<file path="config.mk">
export PLATFORM = sky130hd
export DESIGN_NAME = led_pattern_morse_generator_top
export DESIGN_NICKNAME = d
export VERILOG_FILES = /design/src/hdl/lpm_pkg.sv /design/src/hdl/led_pattern_morse_generator_top.sv /design/src/hdl/lpm_div.sv
export SDC_FILE = /design/constraint.sdc
export NUM_CORES = 1
export LEC_CHECK = 0
export ABC_CLOCK_PERIOD_IN_PS = 11700
export BUFFER_PORTS_ARGS = -buffer_cell sky130_fd_sc_hd__buf_2
export CORE_ASPECT_RATIO = 0.6
export CORE_MARGIN = 2
export CORE_UTILIZATION = 57
export DETAILED_ROUTE_END_ITERATION = 6
export PLACE_DENSITY_LB_ADDON = 0.12
export SLEW_MARGIN = 20
export SYNTH_ARGS = -nofsm -noshare
export SYNTH_HDL_FRONTEND = slang
export SYNTH_SLANG_ARGS = --single-unit
</file>
<file path="constraint.sdc">
create_clock -name clk -period 11.7 [get_ports clk]
set_clock_uncertainty 0.1 [all_clocks]
set_input_delay 2.34 -clock clk [delete_from_list [all_inputs] [get_ports clk]]
set_output_delay 2.34 -clock clk [all_outputs]
set_load 0.01 [all_outputs]
</file>
<file path="src/hdl/lpm_pkg.sv">
// ============================================================================
// lpm_pkg: shared types, constants and tables of the led pattern beacon
// Holds the register map, mode codes, divider control, the sequencer
// microcode and the morse character table.
// ============================================================================
package lpm_pkg;

    // message and datapath sizes
    localparam int MSG_CHARS    = 32;
    localparam int MSG_BYTES    = 32;
    localparam int BYTE_IDX_W   = 5;
    localparam int CHAR_CNT_W   = 6;
    localparam int DATA_W       = 32;
    localparam int DIV_W        = 17;
    localparam int CFG_IDX_W    = 3;
    localparam int CFG_DATA_W   = 64;

    // morse timing in units
    localparam int CHAR_LEN_MAX = 22;
    localparam int CHAR_LEN_W   = 5;
    localparam int PAUSE_UNITS  = 4;
    localparam int SPACE_UNITS  = 7;
    localparam int LETTER_GAP   = 3;

    // register reset values
    localparam logic [15:0] DEFAULT_UNIT_MS = 16'd200;
    localparam logic [15:0] RST_BLINK_MS    = 16'd500;
    localparam logic [63:0] RST_MSG_0_7     = 64'h0000_0000_0053_4F53;

    // register map
    typedef enum logic [CFG_IDX_W-1:0] {
        REG_PATTERN_MODE,
        REG_UNIT_MS,
        REG_BLINK_ON_MS,
        REG_BLINK_OFF_MS,
        REG_MSG_0_7,
        REG_MSG_8_15,
        REG_MSG_16_23,
        REG_MSG_24_31
    } cfg_reg_t;

    // pattern modes
    typedef enum logic [1:0] {
        MODE_OFF,
        MODE_SOLID,
        MODE_BLINK,
        MODE_MORSE
    } mode_t;

    // divider control group
    typedef struct packed {
        logic load;
        logic step;
    } div_ctrl_t;

    // microcode operations
    typedef enum logic [3:0] {
        OP_NOP,
        OP_LOAD_ITEM,
        OP_DIV_PERIOD,
        OP_DIV_UNIT,
        OP_DIV_TOTAL,
        OP_DIV_STEP,
        OP_RES_BLINK,
        OP_RES_MODE,
        OP_WALK_TOTAL,
        OP_WALK_PROBE,
        OP_PUSH
    } uop_t;

    // microcode jump conditions
    typedef enum logic [3:0] {
        COND_NEVER,
        COND_ALWAYS,
        COND_NO_ITEM,
        COND_MORSE,
        COND_NOT_BLINK,
        COND_PERIOD_ZERO,
        COND_DIV_MORE,
        COND_WALK_MORE,
        COND_PROBE_MORE,
        COND_OUT_BUSY
    } cond_t;

    localparam int UPC_W = 4;

    typedef struct packed {
        uop_t             op;
        cond_t            cond;
        logic [UPC_W-1:0] target;
    } ucw_t;

    // program steps
    localparam logic [UPC_W-1:0] S_IDLE       = 4'd0;
    localparam logic [UPC_W-1:0] S_CHK_MORSE  = 4'd1;
    localparam logic [UPC_W-1:0] S_CHK_BLINK  = 4'd2;
    localparam logic [UPC_W-1:0] S_CHK_PERIOD = 4'd3;
    localparam logic [UPC_W-1:0] S_BLINK_LOAD = 4'd4;
    localparam logic [UPC_W-1:0] S_BLINK_DIV  = 4'd5;
    localparam logic [UPC_W-1:0] S_BLINK_RES  = 4'd6;
    localparam logic [UPC_W-1:0] S_MODE_RES   = 4'd7;
    localparam logic [UPC_W-1:0] S_MORSE_LOAD = 4'd8;
    localparam logic [UPC_W-1:0] S_UNIT_DIV   = 4'd9;
    localparam logic [UPC_W-1:0] S_WALK_TOTAL = 4'd10;
    localparam logic [UPC_W-1:0] S_TOTAL_LOAD = 4'd11;
    localparam logic [UPC_W-1:0] S_TOTAL_DIV  = 4'd12;
    localparam logic [UPC_W-1:0] S_WALK_PROBE = 4'd13;
    localparam logic [UPC_W-1:0] S_OUT        = 4'd14;
    localparam logic [UPC_W-1:0] S_RETURN     = 4'd15;

    // microcode rom: a jump is taken when its condition holds, else next step
    function automatic ucw_t ucode_rom(input logic [UPC_W-1:0] addr);
        ucw_t w;
        case (addr)
            S_IDLE:       w = '{OP_LOAD_ITEM,  COND_NO_ITEM,     S_IDLE};
            S_CHK_MORSE:  w = '{OP_NOP,        COND_MORSE,       S_MORSE_LOAD};
            S_CHK_BLINK:  w = '{OP_NOP,        COND_NOT_BLINK,   S_MODE_RES};
            S_CHK_PERIOD: w = '{OP_NOP,        COND_PERIOD_ZERO, S_MODE_RES};
            S_BLINK_LOAD: w = '{OP_DIV_PERIOD, COND_NEVER,       S_IDLE};
            S_BLINK_DIV:  w = '{OP_DIV_STEP,   COND_DIV_MORE,    S_BLINK_DIV};
            S_BLINK_RES:  w = '{OP_RES_BLINK,  COND_ALWAYS,      S_OUT};
            S_MODE_RES:   w = '{OP_RES_MODE,   COND_ALWAYS,      S_OUT};
            S_MORSE_LOAD: w = '{OP_DIV_UNIT,   COND_NEVER,       S_IDLE};
            S_UNIT_DIV:   w = '{OP_DIV_STEP,   COND_DIV_MORE,    S_UNIT_DIV};
            S_WALK_TOTAL: w = '{OP_WALK_TOTAL, COND_WALK_MORE,   S_WALK_TOTAL};
            S_TOTAL_LOAD: w = '{OP_DIV_TOTAL,  COND_NEVER,       S_IDLE};
            S_TOTAL_DIV:  w = '{OP_DIV_STEP,   COND_DIV_MORE,    S_TOTAL_DIV};
            S_WALK_PROBE: w = '{OP_WALK_PROBE, COND_PROBE_MORE,  S_WALK_PROBE};
            S_OUT:        w = '{OP_PUSH,       COND_OUT_BUSY,    S_OUT};
            S_RETURN:     w = '{OP_NOP,        COND_ALWAYS,      S_IDLE};
            default:      w = '{OP_NOP,        COND_ALWAYS,      S_IDLE};
        endcase
        return w;
    endfunction

    // symbol list of one letter or digit: count and dash flags, symbol 0 in bit 0
    typedef struct packed {
        logic [2:0] count;
        logic [4:0] dash;
    } morse_sym_t;

    // timing of one character: length in units and lit flag per unit
    typedef struct packed {
        logic [CHAR_LEN_W-1:0]   len;
        logic [CHAR_LEN_MAX-1:0] mask;
    } char_code_t;

    function automatic morse_sym_t morse_sym(input logic [7:0] b);
        morse_sym_t s;
        case (b)
            "A":     s = '{3'd2, 5'b00010};
            "B":     s = '{3'd4, 5'b00001};
            "C":     s = '{3'd4, 5'b00101};
            "D":     s = '{3'd3, 5'b00001};
            "E":     s = '{3'd1, 5'b00000};
            "F":     s = '{3'd4, 5'b00100};
            "G":     s = '{3'd3, 5'b00011};
            "H":     s = '{3'd4, 5'b00000};
            "I":     s = '{3'd2, 5'b00000};
            "J":     s = '{3'd4, 5'b01110};
            "K":     s = '{3'd3, 5'b00101};
            "L":     s = '{3'd4, 5'b00010};
            "M":     s = '{3'd2, 5'b00011};
            "N":     s = '{3'd2, 5'b00001};
            "O":     s = '{3'd3, 5'b00111};
            "P":     s = '{3'd4, 5'b00110};
            "Q":     s = '{3'd4, 5'b01011};
            "R":     s = '{3'd3, 5'b00010};
            "S":     s = '{3'd3, 5'b00000};
            "T":     s = '{3'd1, 5'b00001};
            "U":     s = '{3'd3, 5'b00100};
            "V":     s = '{3'd4, 5'b01000};
            "W":     s = '{3'd3, 5'b00110};
            "X":     s = '{3'd4, 5'b01001};
            "Y":     s = '{3'd4, 5'b01101};
            "Z":     s = '{3'd4, 5'b00011};
            "0":     s = '{3'd5, 5'b11111};
            "1":     s = '{3'd5, 5'b11110};
            "2":     s = '{3'd5, 5'b11100};
            "3":     s = '{3'd5, 5'b11000};
            "4":     s = '{3'd5, 5'b10000};
            "5":     s = '{3'd5, 5'b00000};
            "6":     s = '{3'd5, 5'b00001};
            "7":     s = '{3'd5, 5'b00011};
            "8":     s = '{3'd5, 5'b00111};
            "9":     s = '{3'd5, 5'b01111};
            default: s = '{3'd0, 5'b00000};
        endcase
        return s;
    endfunction

    // character timing table, indexed by the raw message byte
    function automatic char_code_t char_code(input logic [7:0] raw);
        char_code_t           c;
        morse_sym_t           s;
        logic [7:0]           b;
        logic [CHAR_LEN_W-1:0] pos;
        b    = raw;
        pos  = '0;
        c.mask = '0;
        // fold lower case onto upper case
        if (b inside {[8'h61:8'h7A]}) begin
            b = b - 8'h20;
        end
        s = morse_sym(b);
        if (b == 8'h20) begin
            pos = CHAR_LEN_W'(SPACE_UNITS);
        end
        else begin
            for (int j = 0; j < 5; j++) begin
                if (3'(j) < s.count) begin
                    // one dark unit between symbols
                    if (j != 0) begin
                        pos = pos + 5'd1;
                    end
                    if (s.dash[j]) begin
                        c.mask[pos]        = 1'b1;
                        c.mask[pos + 5'd1] = 1'b1;
                        c.mask[pos + 5'd2] = 1'b1;
                        pos = pos + 5'd3;
                    end
                    else begin
                        c.mask[pos] = 1'b1;
                        pos = pos + 5'd1;
                    end
                end
            end
            pos = pos + CHAR_LEN_W'(LETTER_GAP);
        end
        c.len = pos;
        return c;
    endfunction

endpackage

</file>
<file path="src/hdl/led_pattern_morse_generator_top.sv">
// ============================================================================
// led_pattern_morse_generator_top: led beacon for off, solid, blink and morse
// Answers for each elapsed time whether the led is lit in the current mode.
// ============================================================================
// One result per item. A microcoded sequencer (16-step rom) drives a shared
// 32-step bit-serial divider and a character walker that handles one message
// byte per cycle. Off and solid need no division and blink runs one division;
// morse runs two 32-step divisions and two walks over the message, one over all
// n bytes (the message length in bytes) and one over the k bytes walked before
// the sampled unit is found. A new item is taken while the previous result
// still waits in the output register.
module led_pattern_morse_generator_top #(
    parameter int MSG_CHARS = lpm_pkg::MSG_CHARS
) (
    input  logic                              clk,
    input  logic                              rst_n,
    // item channel
    input  logic                              item_valid,
    output logic                              item_stall,
    input  logic [lpm_pkg::DATA_W-1:0]        sample_ms,
    // result channel
    output logic                              result_valid,
    input  logic                              result_stall,
    output logic                              led_on,
    // configuration channel
    input  logic                              cfg_valid,
    output logic                              cfg_ready,
    input  logic [lpm_pkg::CFG_IDX_W-1:0]     cfg_index,
    input  logic [lpm_pkg::CFG_DATA_W-1:0]    cfg_data
);

    localparam int ACC_W = $clog2(MSG_CHARS * lpm_pkg::CHAR_LEN_MAX
                                  + lpm_pkg::PAUSE_UNITS + 1);

    // configuration registers
    lpm_pkg::mode_t mode_reg;
    logic [15:0]    unit_reg;
    logic [15:0]    on_reg;
    logic [15:0]    off_reg;
    logic [63:0]    msg0_reg;
    logic [63:0]    msg1_reg;
    logic [63:0]    msg2_reg;
    logic [63:0]    msg3_reg;

    // sequencer and datapath registers
    logic [lpm_pkg::UPC_W-1:0]      upc_reg, upc_next;
    logic [lpm_pkg::DATA_W-1:0]     elapsed_reg, elapsed_next;
    logic [lpm_pkg::CHAR_CNT_W-1:0] idx_reg, idx_next;
    logic [ACC_W-1:0]               acc_reg, acc_next;
    logic                           res_reg, res_next;
    logic                           out_valid_reg, out_valid_next;
    logic                           led_reg, led_next;

    // datapath signals
    lpm_pkg::ucw_t                  ucw;
    logic                           jump;
    lpm_pkg::div_ctrl_t             div_ctrl;
    logic [lpm_pkg::DATA_W-1:0]     div_dividend;
    logic [lpm_pkg::DIV_W-1:0]      div_divisor;
    logic [lpm_pkg::DATA_W-1:0]     div_quotient;
    logic [lpm_pkg::DIV_W-1:0]      div_remainder;
    logic                           div_last;
    logic [lpm_pkg::DIV_W-1:0]      period;
    logic [15:0]                    unit_eff;
    logic [lpm_pkg::MSG_BYTES*8-1:0] msg_flat;
    logic [7:0]                     msg_bytes [lpm_pkg::MSG_BYTES];
    logic [7:0]                     cur_byte;
    lpm_pkg::char_code_t            code;
    logic                           walk_end;
    logic [ACC_W-1:0]               acc_sum;
    logic [ACC_W-1:0]               total;
    logic [ACC_W-1:0]               t_val;
    logic [ACC_W-1:0]               t_off;
    logic                           probe_hit;
    logic                           out_busy;

    // configuration write port, always ready
    assign cfg_ready = 1'b1;

    always_ff @(posedge clk or negedge rst_n)
    begin
        if (!rst_n) begin
            mode_reg <= lpm_pkg::MODE_OFF;
            unit_reg <= lpm_pkg::DEFAULT_UNIT_MS;
            on_reg   <= lpm_pkg::RST_BLINK_MS;
            off_reg  <= lpm_pkg::RST_BLINK_MS;
            msg0_reg <= lpm_pkg::RST_MSG_0_7;
            msg1_reg <= '0;
            msg2_reg <= '0;
            msg3_reg <= '0;
        end
        else if (cfg_valid && cfg_ready) begin
            case (lpm_pkg::cfg_reg_t'(cfg_index))
                lpm_pkg::REG_PATTERN_MODE: mode_reg <= lpm_pkg::mode_t'(cfg_data[1:0]);
                lpm_pkg::REG_UNIT_MS:      unit_reg <= cfg_data[15:0];
                lpm_pkg::REG_BLINK_ON_MS:  on_reg   <= cfg_data[15:0];
                lpm_pkg::REG_BLINK_OFF_MS: off_reg  <= cfg_data[15:0];
                lpm_pkg::REG_MSG_0_7:      msg0_reg <= cfg_data;
                lpm_pkg::REG_MSG_8_15:     msg1_reg <= cfg_data;
                lpm_pkg::REG_MSG_16_23:    msg2_reg <= cfg_data;
                lpm_pkg::REG_MSG_24_31:    msg3_reg <= cfg_data;
                default:                   mode_reg <= mode_reg;
            endcase
        end
    end

    // derived operands
    assign period   = {1'b0, on_reg} + {1'b0, off_reg};
    assign unit_eff = (unit_reg == 16'd0) ? lpm_pkg::DEFAULT_UNIT_MS : unit_reg;
    assign msg_flat = {msg3_reg, msg2_reg, msg1_reg, msg0_reg};

    always_comb
    begin
        for (int k = 0; k < lpm_pkg::MSG_BYTES; k++) begin
            msg_bytes[k] = msg_flat[8*k +: 8];
        end
    end

    // character walker
    assign cur_byte  = msg_bytes[idx_reg[lpm_pkg::BYTE_IDX_W-1:0]];
    assign code      = lpm_pkg::char_code(cur_byte);
    assign walk_end  = (idx_reg == lpm_pkg::CHAR_CNT_W'(MSG_CHARS)) || (cur_byte == 8'h00);
    assign acc_sum   = acc_reg + ACC_W'(code.len);
    assign total     = acc_reg + ACC_W'(lpm_pkg::PAUSE_UNITS);
    assign t_val     = div_remainder[ACC_W-1:0];
    assign t_off     = t_val - acc_reg;
    assign probe_hit = (t_val < acc_sum);
    assign out_busy  = out_valid_reg && result_stall;

    // shared divider
    lpm_div u_div (
        .clk       (clk),
        .rst_n     (rst_n),
        .ctrl      (div_ctrl),
        .dividend  (div_dividend),
        .divisor   (div_divisor),
        .quotient  (div_quotient),
        .remainder (div_remainder),
        .last      (div_last)
    );

    // microcode fetch and jump decision
    assign ucw = lpm_pkg::ucode_rom(upc_reg);

    always_comb
    begin
        case (ucw.cond)
            lpm_pkg::COND_NEVER:       jump = 1'b0;
            lpm_pkg::COND_ALWAYS:      jump = 1'b1;
            lpm_pkg::COND_NO_ITEM:     jump = !item_valid;
            lpm_pkg::COND_MORSE:       jump = (mode_reg == lpm_pkg::MODE_MORSE);
            lpm_pkg::COND_NOT_BLINK:   jump = (mode_reg != lpm_pkg::MODE_BLINK);
            lpm_pkg::COND_PERIOD_ZERO: jump = (period == '0);
            lpm_pkg::COND_DIV_MORE:    jump = !div_last;
            lpm_pkg::COND_WALK_MORE:   jump = !walk_end;
            lpm_pkg::COND_PROBE_MORE:  jump = !walk_end && !probe_hit;
            lpm_pkg::COND_OUT_BUSY:    jump = out_busy;
            default:                   jump = 1'b0;
        endcase
    end

    // control word decode into next values
    always_comb
    begin
        upc_next       = jump ? ucw.target : upc_reg + 1'b1;
        elapsed_next   = elapsed_reg;
        idx_next       = idx_reg;
        acc_next       = acc_reg;
        res_next       = res_reg;
        led_next       = led_reg;
        out_valid_next = out_valid_reg && result_stall;
        div_ctrl       = '0;
        div_dividend   = elapsed_reg;
        div_divisor    = period;
        case (ucw.op)
            lpm_pkg::OP_NOP: ;
            lpm_pkg::OP_LOAD_ITEM:
            begin
                if (item_valid) begin
                    elapsed_next = sample_ms;
                end
            end
            lpm_pkg::OP_DIV_PERIOD:
            begin
                div_ctrl.load = 1'b1;
            end
            lpm_pkg::OP_DIV_UNIT:
            begin
                div_ctrl.load = 1'b1;
                div_divisor   = {1'b0, unit_eff};
                idx_next      = '0;
                acc_next      = '0;
            end
            lpm_pkg::OP_DIV_TOTAL:
            begin
                div_ctrl.load = 1'b1;
                div_dividend  = div_quotient;
                div_divisor   = lpm_pkg::DIV_W'(total);
                idx_next      = '0;
                acc_next      = '0;
            end
            lpm_pkg::OP_DIV_STEP:
            begin
                div_ctrl.step = 1'b1;
            end
            lpm_pkg::OP_RES_BLINK:
            begin
                res_next = (div_remainder < {1'b0, on_reg});
            end
            lpm_pkg::OP_RES_MODE:
            begin
                res_next = (mode_reg == lpm_pkg::MODE_SOLID);
            end
            lpm_pkg::OP_WALK_TOTAL:
            begin
                if (!walk_end) begin
                    acc_next = acc_sum;
                    idx_next = idx_reg + 1'b1;
                end
            end
            lpm_pkg::OP_WALK_PROBE:
            begin
                // past the last byte lies the dark pause
                if (walk_end) begin
                    res_next = 1'b0;
                end
                else if (probe_hit) begin
                    res_next = code.mask[t_off[lpm_pkg::CHAR_LEN_W-1:0]];
                end
                else begin
                    acc_next = acc_sum;
                    idx_next = idx_reg + 1'b1;
                end
            end
            lpm_pkg::OP_PUSH:
            begin
                if (!out_busy) begin
                    out_valid_next = 1'b1;
                    led_next       = res_reg;
                end
            end
            default: ;
        endcase
    end

    // sequencer state and registered outputs
    always_ff @(posedge clk or negedge rst_n)
    begin
        if (!rst_n) begin
            upc_reg       <= lpm_pkg::S_IDLE;
            out_valid_reg <= 1'b0;
            idx_reg       <= '0;
            acc_reg       <= '0;
        end
        else begin
            upc_reg       <= upc_next;
            out_valid_reg <= out_valid_next;
            idx_reg       <= idx_next;
            acc_reg       <= acc_next;
        end
    end

    always_ff @(posedge clk)
    begin
        elapsed_reg <= elapsed_next;
        res_reg     <= res_next;
        led_reg     <= led_next;
    end

    // port drive
    assign item_stall   = (upc_reg != lpm_pkg::S_IDLE);
    assign result_valid = out_valid_reg;
    assign led_on       = led_reg;

    // an accepted transaction moves the sequencer off the idle step
    a_accept_leaves_idle: assert property (
        @(posedge clk) disable iff (!rst_n)
        (item_valid && !item_stall) |=> (upc_reg != lpm_pkg::S_IDLE)
    ) else $error("sequencer stayed idle after an accepted transaction");

    // a new result appears only from the output step
    a_result_from_out_step: assert property (
        @(posedge clk) disable iff (!rst_n)
        $rose(result_valid) |-> ($past(upc_reg) == lpm_pkg::S_OUT)
    ) else $error("result raised outside the output step");

    // the blink compare sees a finished division
    a_blink_after_div: assert property (
        @(posedge clk) disable iff (!rst_n)
        (upc_reg == lpm_pkg::S_BLINK_RES) |-> $past(div_last)
    ) else $error("blink result taken before the division finished");

    // the probed unit never lies before the current character
    a_probe_not_behind: assert property (
        @(posedge clk) disable iff (!rst_n)
        (upc_reg == lpm_pkg::S_WALK_PROBE) |-> (t_val >= acc_reg)
    ) else $error("morse probe walked past the sampled unit");

endmodule

</file>
<file path="src/hdl/lpm_div.sv">
// ============================================================================
// lpm_div: shared restoring divider, one quotient bit per cycle
// Loads dividend and divisor, then runs DATA_W steps under sequencer control.
// ============================================================================
module lpm_div (
    input  logic                          clk,
    input  logic                          rst_n,
    input  lpm_pkg::div_ctrl_t            ctrl,
    input  logic [lpm_pkg::DATA_W-1:0]    dividend,
    input  logic [lpm_pkg::DIV_W-1:0]     divisor,
    output logic [lpm_pkg::DATA_W-1:0]    quotient,
    output logic [lpm_pkg::DIV_W-1:0]     remainder,
    output logic                          last
);

    localparam int CNT_W = $clog2(lpm_pkg::DATA_W);

    logic [lpm_pkg::DATA_W-1:0] quo_reg;
    logic [lpm_pkg::DIV_W-1:0]  rem_reg;
    logic [lpm_pkg::DIV_W-1:0]  dsr_reg;
    logic [CNT_W-1:0]           cnt_reg;

    logic [lpm_pkg::DIV_W:0]    rem_shift;
    logic [lpm_pkg::DIV_W:0]    rem_diff;
    logic                       fits;

    // trial subtract of the shifted partial remainder
    assign rem_shift = {rem_reg, quo_reg[lpm_pkg::DATA_W-1]};
    assign rem_diff  = rem_shift - {1'b0, dsr_reg};
    assign fits      = (rem_shift >= {1'b0, dsr_reg});

    // step counter
    always_ff @(posedge clk or negedge rst_n)
    begin
        if (!rst_n) begin
            cnt_reg <= '0;
        end
        else if (ctrl.load) begin
            cnt_reg <= '0;
        end
        else if (ctrl.step) begin
            cnt_reg <= cnt_reg + 1'b1;
        end
    end

    // quotient, remainder and divisor
    always_ff @(posedge clk)
    begin
        if (ctrl.load) begin
            quo_reg <= dividend;
            rem_reg <= '0;
            dsr_reg <= divisor;
        end
        else if (ctrl.step) begin
            quo_reg <= {quo_reg[lpm_pkg::DATA_W-2:0], fits};
            rem_reg <= fits ? rem_diff[lpm_pkg::DIV_W-1:0] : rem_shift[lpm_pkg::DIV_W-1:0];
        end
    end

    assign quotient  = quo_reg;
    assign remainder = rem_reg;
    assign last      = (cnt_reg == CNT_W'(lpm_pkg::DATA_W - 1));

endmodule
</file>
==> summary.txt, run 1 <==
Power and ir drop
  • Seq pwr share: 27.6%
  • Worst vdd ir: 0.328 mV
  • Clk pwr share: 18.1%
  • P per Cell Area: 288 mW/mm^2
  • Internal: 0.00457 W
  • Combinational Power Share: 54.3%
  • Switch Pwr: 0.00377 W
  • Switching fraction of total power: 45.2%
  • Leak Pwr: 11.9 nW

Synthesis
  • Synth Area in Compound Gates: 14.6%
  • Largest family of logic cells by synthesized area: multiplexers
  • Synth Area in XOR/XNOR: 2.79%
  • Area share of the leading cell type in the synthesized netlist: 29.3%
  • Post-synth cell types: 122
  • Post-synth EDFFs: 83
  • Mux contribution to synthesized area: 20.4%
  • Syn avg cell area: 11.1 um^2
  • Post-synthesis sequential area ratio: 43.0%
  • Largest area contributor in the netlist: dfrtp_1
  • Adder-Cell Fraction of Synth Area: 5.33%
  • FFs w/ async S/R, synth: 76.9%
  • Post-Synth Simple-Gate Area: 9.83%
  • Post-synthesis cell area: 0.0260 mm^2
  • Area contributors post-synth: dfrtp_1 29%, mux2_2 14%, edfxtp_1 9.6%, ha_1 4.9%, mux4_2 3.4%
  • Synth Net Count: 2559
  • Gate Count Post-Synth: 2349
  • Yosys reg bits: 432
  • Main flop type after synthesis: dfrtp_1
  • Yosys Warn Count: 0

Final layout
  • Fraction of layout cells with a size suffix above 1: 29.9%
  • Most frequent cells in the layout: 334 x mux2_2, 300 x dfrtp_1, 152 x nand2_1
  • Number of fillers in the final layout: 3442
  • P&R area growth vs syn: 11.2%
  • Nets: 2661
  • Most common cell after layout, fill and taps aside: mux2_2
  • Fin util: 64.4%
  • Final std cells w/o fill: 3074

Floorplanning
  • Die Wd: 280 um
  • Rows: 60
  • Die height: 169 um
  • Die area: 0.0474 mm^2
  • Core area: 0.0449 mm^2
  • Initial Util: 57.9%
  • Ports: 108

Setup path
  • Req. time, crit path: 12030 ps
  • Crit path capture type: register
  • Worst Setup Start Kind: register
  • Kind of critical path: reg2reg
  • Slowest stage cell, crit path: dfrtp_4
  • Worst R2R Setup Slack: 560 ps
  • Crit-path max FO: 14
  • Max stage delay on crit path: 620 ps
  • Worst Path Arrival: 11460 ps
  • Critical Path Most Common Cell: a21oi_1

Status
  • Run status: finished, final reports clean

STA
  • Slew headroom: 25.7%
  • Final Hold Fails: 0
  • Tcrit/Tclk final: 95.2%
  • Hold slack: 340 ps
  • # setup viols final: 0
  • Highest clock rate: 89.8 MHz
  • Min Tclk post-route: 11140 ps
  • Final Slew Violations: 0
  • Worst-margin pin slew: 1100 ps

Route
  • Final ANT Viol Nets: 0
  • Drt initial violations: 2421
  • Post-Route WL: 81600 um
  • 1st-pass router iterations: 5
  • DR vias/cell: 6.66
  • Drt drc: 0
  • Vias: 20463
  • Routed wire length per instance: 26.5 um

Job
  • Max Cap Viol: 0

Clocking
  • Clock latency on the worst-skew pair: 580 ps
  • CTS Buf Count: 41
  • Clock buffer depth: 3
  • Post-cts hold buffer count: 0
  • Clk slew on worst S/H paths: 70 ps
  • H-tree levels: 2
  • Root buffer cell: clkbuf_16
  • Clock sinks: 432
  • CTS tree: yes

Placement
  • GPL Wtd Cong: 0.999
  • I/O Buffers: 106
  • Placed Cells: 2994
  • Final HPWL from detailed placement: 59900 um

GRT
  • Initial antenna violation count: 3
  • Vias in the first global route: 19906
  • GR Overflow Total: 0
  • Largest net degree at the start of global routing: 170
  • Tot GR Track Use: 34.5%
  • First-pass GRT wire length: 124000 um

Hold path
  • HP Class: reg2reg
[cell families (layout without fill, tap and decap cells)]
| family | after synthesis | in the layout |
|---|---|---|
| AOI/OAI and AO/OA | 530 | 530 |
| xor gates and xnor gates | 77 | 77 |
| adders and majority gates | 109 | 109 |
| buffers and inverters | 233 | 368 |
| DFF | 432 | 432 |
| muxes | 439 | 439 |
| other | 1 | 2 |
| and+or+nand+nor | 528 | 528 |
[layout make-up]
cell class                 instances  area, um^2  area share, %
inverter                         106         398           1.38
timing repair buffer             186        1210           4.20
antenna                            1        2.50        0.00866
multi-input combinational       1684       13800           47.8
tap                              589         737           2.55
clock buffer                      57        1190           4.10
clock inverter                    19         352           1.22
sequential                       432       11200           38.7
[Yosys cell counts (22+ instances only)]
cell        n
nor3_1     41
nand3_1    41
xnor2_1    45
inv_1      99
edfxtp_1   83
mux2i_1    63
xor2_1     26
nor2_1    134
mux2_2    334
a21o_1     28
o21ai_0   114
nand4_1    29
ha_1      102
clkbuf_1   85
mux4_2     39
nor2b_1    22
dfstp_2    28
dfrtp_1   304
a21oi_1    98
nand2_1   153
[per-layer routing]
metal / routed length, um / GRT usage, % / up-vias
met3: 10300 / 12.5 / 119
met4: 1300 / 6.00 / 4
met2: 32700 / 46.8 / 1070
met1: 37300 / 52.7 / 10312
met5: 63 / 1.03 / -
li1: - / - / 8958
[final timing paths]
path | start | to | cells after the start
min in group asynchronous | rst_n | msg2_reg[51] | 1
max in group asynchronous | rst_n | idx_reg[1] | 2
hold reg to reg | res_reg | led_on | 0
setup reg to reg | idx_reg[0] | upc_reg[0] | 49
setup / recovery | idx_reg[0] | upc_reg[0] | 49
hold / removal | res_reg | led_on | 0
[worst max-delay path: cells and delay by family, from the launching register on]
kind	cells	cell delay (ps)
compound gates	19	3700
simple gates	13	2040
fa+ha+maj	6	1730
xor+xnor	5	1520
buf+inv	5	710
flops	1	620
mux	1	550
[power groups by stage]
stage	combinational, W	clock, W	sequential (W)
after floorplan	0.00300	0	0.00220
after global placement	0.00433	0	0.00229
after detailed placement	0.00433	0	0.00231
after CTS	0.00436	0.00152	0.00229
final	0.00453	0.00151	0.00230
after global routing	0.00484	0.00159	0.00234
[stage by stage]
step | total power (W) | TNS (ps) | setup slack (ps) | instance area [um^2]
after global placement | 0.00662 | 0 | 972 | 27300
final | 0.00834 | 0 | 562 | 28900
after global routing | 0.00876 | -23.3 | -13.6 | 28900
after CTS | 0.00817 | 0 | 494 | 28800
after detailed placement | 0.00665 | 0 | 572 | 27300
after floorplan | 0.00521 | 0 | 740 | 26000
[what timing repair did]
action,CTS,global route
setup endpoints to repair,0,21
resized for setup,0,12
setup buffers,0,3
No activity file was read; power rests on OpenSTA's default activity.
==> run 2, diff against run 1 <==
--- a/config.mk
+++ b/config.mk
@@ -9,7 +9,7 @@
 export BUFFER_PORTS_ARGS = -buffer_cell sky130_fd_sc_hd__buf_2
 export CORE_ASPECT_RATIO = 0.6
 export CORE_MARGIN = 2
-export CORE_UTILIZATION = 57
+export CORE_UTILIZATION = 45
 export DETAILED_ROUTE_END_ITERATION = 6
 export PLACE_DENSITY_LB_ADDON = 0.12
 export SLEW_MARGIN = 20
==> run 2 against run 1 <==
Combinational power up 0.9%. Die area is 26% higher. Final cell count increased by 5.7%. Critical path type unchanged. Global-route usage fell by 6.2 points. Core utilization shrank 14 points. First-iteration DRC count shrank 11%. Critical endpoint is now upc_reg[1].
==> summary.txt, run 2 (synthesized netlist as in run 1, its figures left out) <==
Route
  • Drt drc: 0 (unchanged)
  • 1st-pass router iterations: 5 (unchanged)
  • Routed wire length per instance: 26.1 um (-1.7%)
  • Post-Route WL: 84800 um (+3.9%)
  • Final ANT Viol Nets: 0 (unchanged)
  • Vias: 20151 (-1.5%)
  • DR vias/cell: 6.20 (-6.9%)
  • Drt initial violations: 2158 (-11%)

GRT
  • Vias in the first global route: 19268 (-3.2%)
  • Largest net degree at the start of global routing: 163 (-4.1%)
  • First-pass GRT wire length: 127000 um (+2.6%)
  • GR Overflow Total: 0 (unchanged)
  • Tot GR Track Use: 28.3% (-6.2 points)
  • Initial antenna violation count: 2 (-1)

STA
  • Final Slew Violations: 0 (unchanged)
  • Final Hold Fails: 0 (unchanged)
  • Slew headroom: 28.2% (+2.5 points)
  • Tcrit/Tclk final: 93.0% (-2.2 points)
  • Highest clock rate: 91.9 MHz (+2.3%)
  • Hold slack: 322 ps (-17.5 ps)
  • RSZ-0062 raised after global routing: no
  • # setup viols final: 0 (unchanged)
  • Final TNS setup: 0 ps (unchanged)
  • Min Tclk post-route: 10880 ps (-254 ps)
  • Worst-margin pin slew: 1070 ps (-29.7 ps)

Final layout
  • Number of fillers in the final layout: 5116 (+49%)
  • Most common cell after layout, fill and taps aside: mux2_2
  • Most frequent cells in the layout: 334 x mux2_2, 300 x dfrtp_1, 152 x nand2_1
  • Nets: 2656 (-0.19%)
  • P&R area growth vs syn: 11.3%
  • Antenna diodes: 0 (-1)
  • Fraction of layout cells with a size suffix above 1: 29.6% (-0.31 points)

Clocking
  • Clock buffer depth: 3 (unchanged)
  • Clk slew on worst S/H paths: 70 ps (about the same)
  • H-tree levels: 2 (unchanged)
  • Post-cts hold buffer count: 0 (unchanged)
  • Root buffer cell: clkbuf_16
  • Clock sinks: 432 (unchanged)
  • CTS tree: yes
  • CTS Buf Count: 42 (+2.4%)
  • Clock latency on the worst-skew pair: 610 ps (+30 ps)

Floorplanning
  • Core area: 0.0573 mm^2 (+28%)
  • Die area: 0.0598 mm^2 (+26%)
  • Die height: 190 um (+12%)
  • Die Wd: 314 um (+12%)
  • Initial Util: 45.4% (-13 points)
  • Ports: 108 (unchanged)
  • Rows: 68 (+13%)

Power and ir drop
  • Worst vdd ir: 0.225 mV (-31%)
  • Seq pwr share: 27.8% (+0.2 points)
  • Internal: 0.00446 W (-2.4%)
  • Clk pwr share: 17.1% (-1.0 points)
  • Combinational Power Share: 55.1% (+0.8 points)
  • Switching fraction of total power: 46.2% (+1.0 points)
  • Leak Pwr: 11.8 nW (-0.67%)
  • Switch Pwr: 0.00383 W (+1.7%)
  • P per Cell Area: 286 mW/mm^2 (-0.67%)

Setup path
  • FF-to-FF Start: idx_reg[3]
  • Worst Path Arrival: 11330 ps (-130 ps)
  • Critical Path Most Common Cell: ha_1
  • CP startpoint: idx_reg[3]
  • Req. time, crit path: 12150 ps (+120 ps)
  • Slowest stage cell, crit path: dfrtp_4
  • Crit path capture type: register
  • Kind of critical path: reg2reg
  • Max stage delay on crit path: 630 ps (about the same)
  • Crit-path max FO: 25 (+11)
  • Worst Setup Start Kind: register

Hold path
  • Hold path start: res_reg
  • HP Class: reg2reg

Placement
  • Final HPWL from detailed placement: 63200 um (+5.6%)
  • GPL Wtd Cong: 0.988 (-1.1%)
  • I/O Buffers: 106 (unchanged)

Job
  • Max Cap Viol: 0 (unchanged)

Status
  • Run status: finished, final reports clean
-- run 2: timing repair --
action,CTS,global route
hold endpoints to repair,0,0
setup endpoints to repair,0,21
setup buffers,0,9
gates resized for setup,0,14
-- run 2: cell type report --
class	count	area, um^2	share of cell area [%]
clock buffer	53	1130	3.91
clock inverter	25	287	0.990
inverter	106	398	1.38
multi-input combinational	1684	13800	47.9
sequential	432	11200	38.7
tap	770	963	3.33
timing repair buffer	180	1120	3.87
-- run 2: power groups by stage --
stage | logic, W | clock network (W) | registers, W
final | 0.00457 | 0.00141 | 0.00231
after global routing | 0.00492 | 0.00151 | 0.00235
after CTS | 0.00442 | 0.00145 | 0.00231
after detailed placement | 0.00440 | 0 | 0.00233
after global placement | 0.00443 | 0 | 0.00233
after floorplan | 0.00300 | 0 | 0.00220
-- run 2: worst paths after layout --
path	end	slack (ps)	depth (start not counted)
hold reg to reg	led_on	320	0
setup reg to reg	upc_reg[1]	820	54
hold / removal	led_on	320	0
setup / recovery	upc_reg[1]	820	54
min in group asynchronous	msg3_reg[59]	1670	1
max in group asynchronous	idx_reg[0]	8360	2
-- run 2: routing by layer --
metal / GRT usage (%) / part of all wire (%) / vias up
met3: 6.68 / 9.4 / 68
met2: 37.0 / 39 / 822
li1: - / - / 8964
met5: 0 / 0.015 / -
met1: 46.5 / 51 / 10295
met4: 4.67 / 1.1 / 2
-- run 2: metrics by stage --
| stage | power [W] | area (um^2) | setup WS (ps) | std cells | utilization, % |
|---|---|---|---|---|---|
| 3_3_place_gp | 0.00676 | 27400 | 623 | 3163 | 47.8 |
| 6_report | 0.00829 | 28900 | 816 | 3250 | 50.5 |
| 2_1_floorplan | 0.00521 | 26000 | 740 | 2349 | - |
| 4_1_cts | 0.00817 | 28800 | 258 | 3241 | 50.3 |
| 5_1_grt | 0.00878 | 28900 | 55.5 | 3250 | 50.5 |
| 3_5_place_dp | 0.00673 | 27400 | 344 | 3163 | 47.8 |
-- run 2: critical path, delay by kind of cell, from the launching register on --
| kind | cells | cell delay, ps |
|---|---|---|
| compound gates | 21 | 4020 |
| flops | 1 | 630 |
| mux | 1 | 280 |
| simple gates | 14 | 2140 |
| xor+xnor | 5 | 950 |
| buf+inv | 6 | 800 |
| fa+ha+maj | 7 | 1860 |
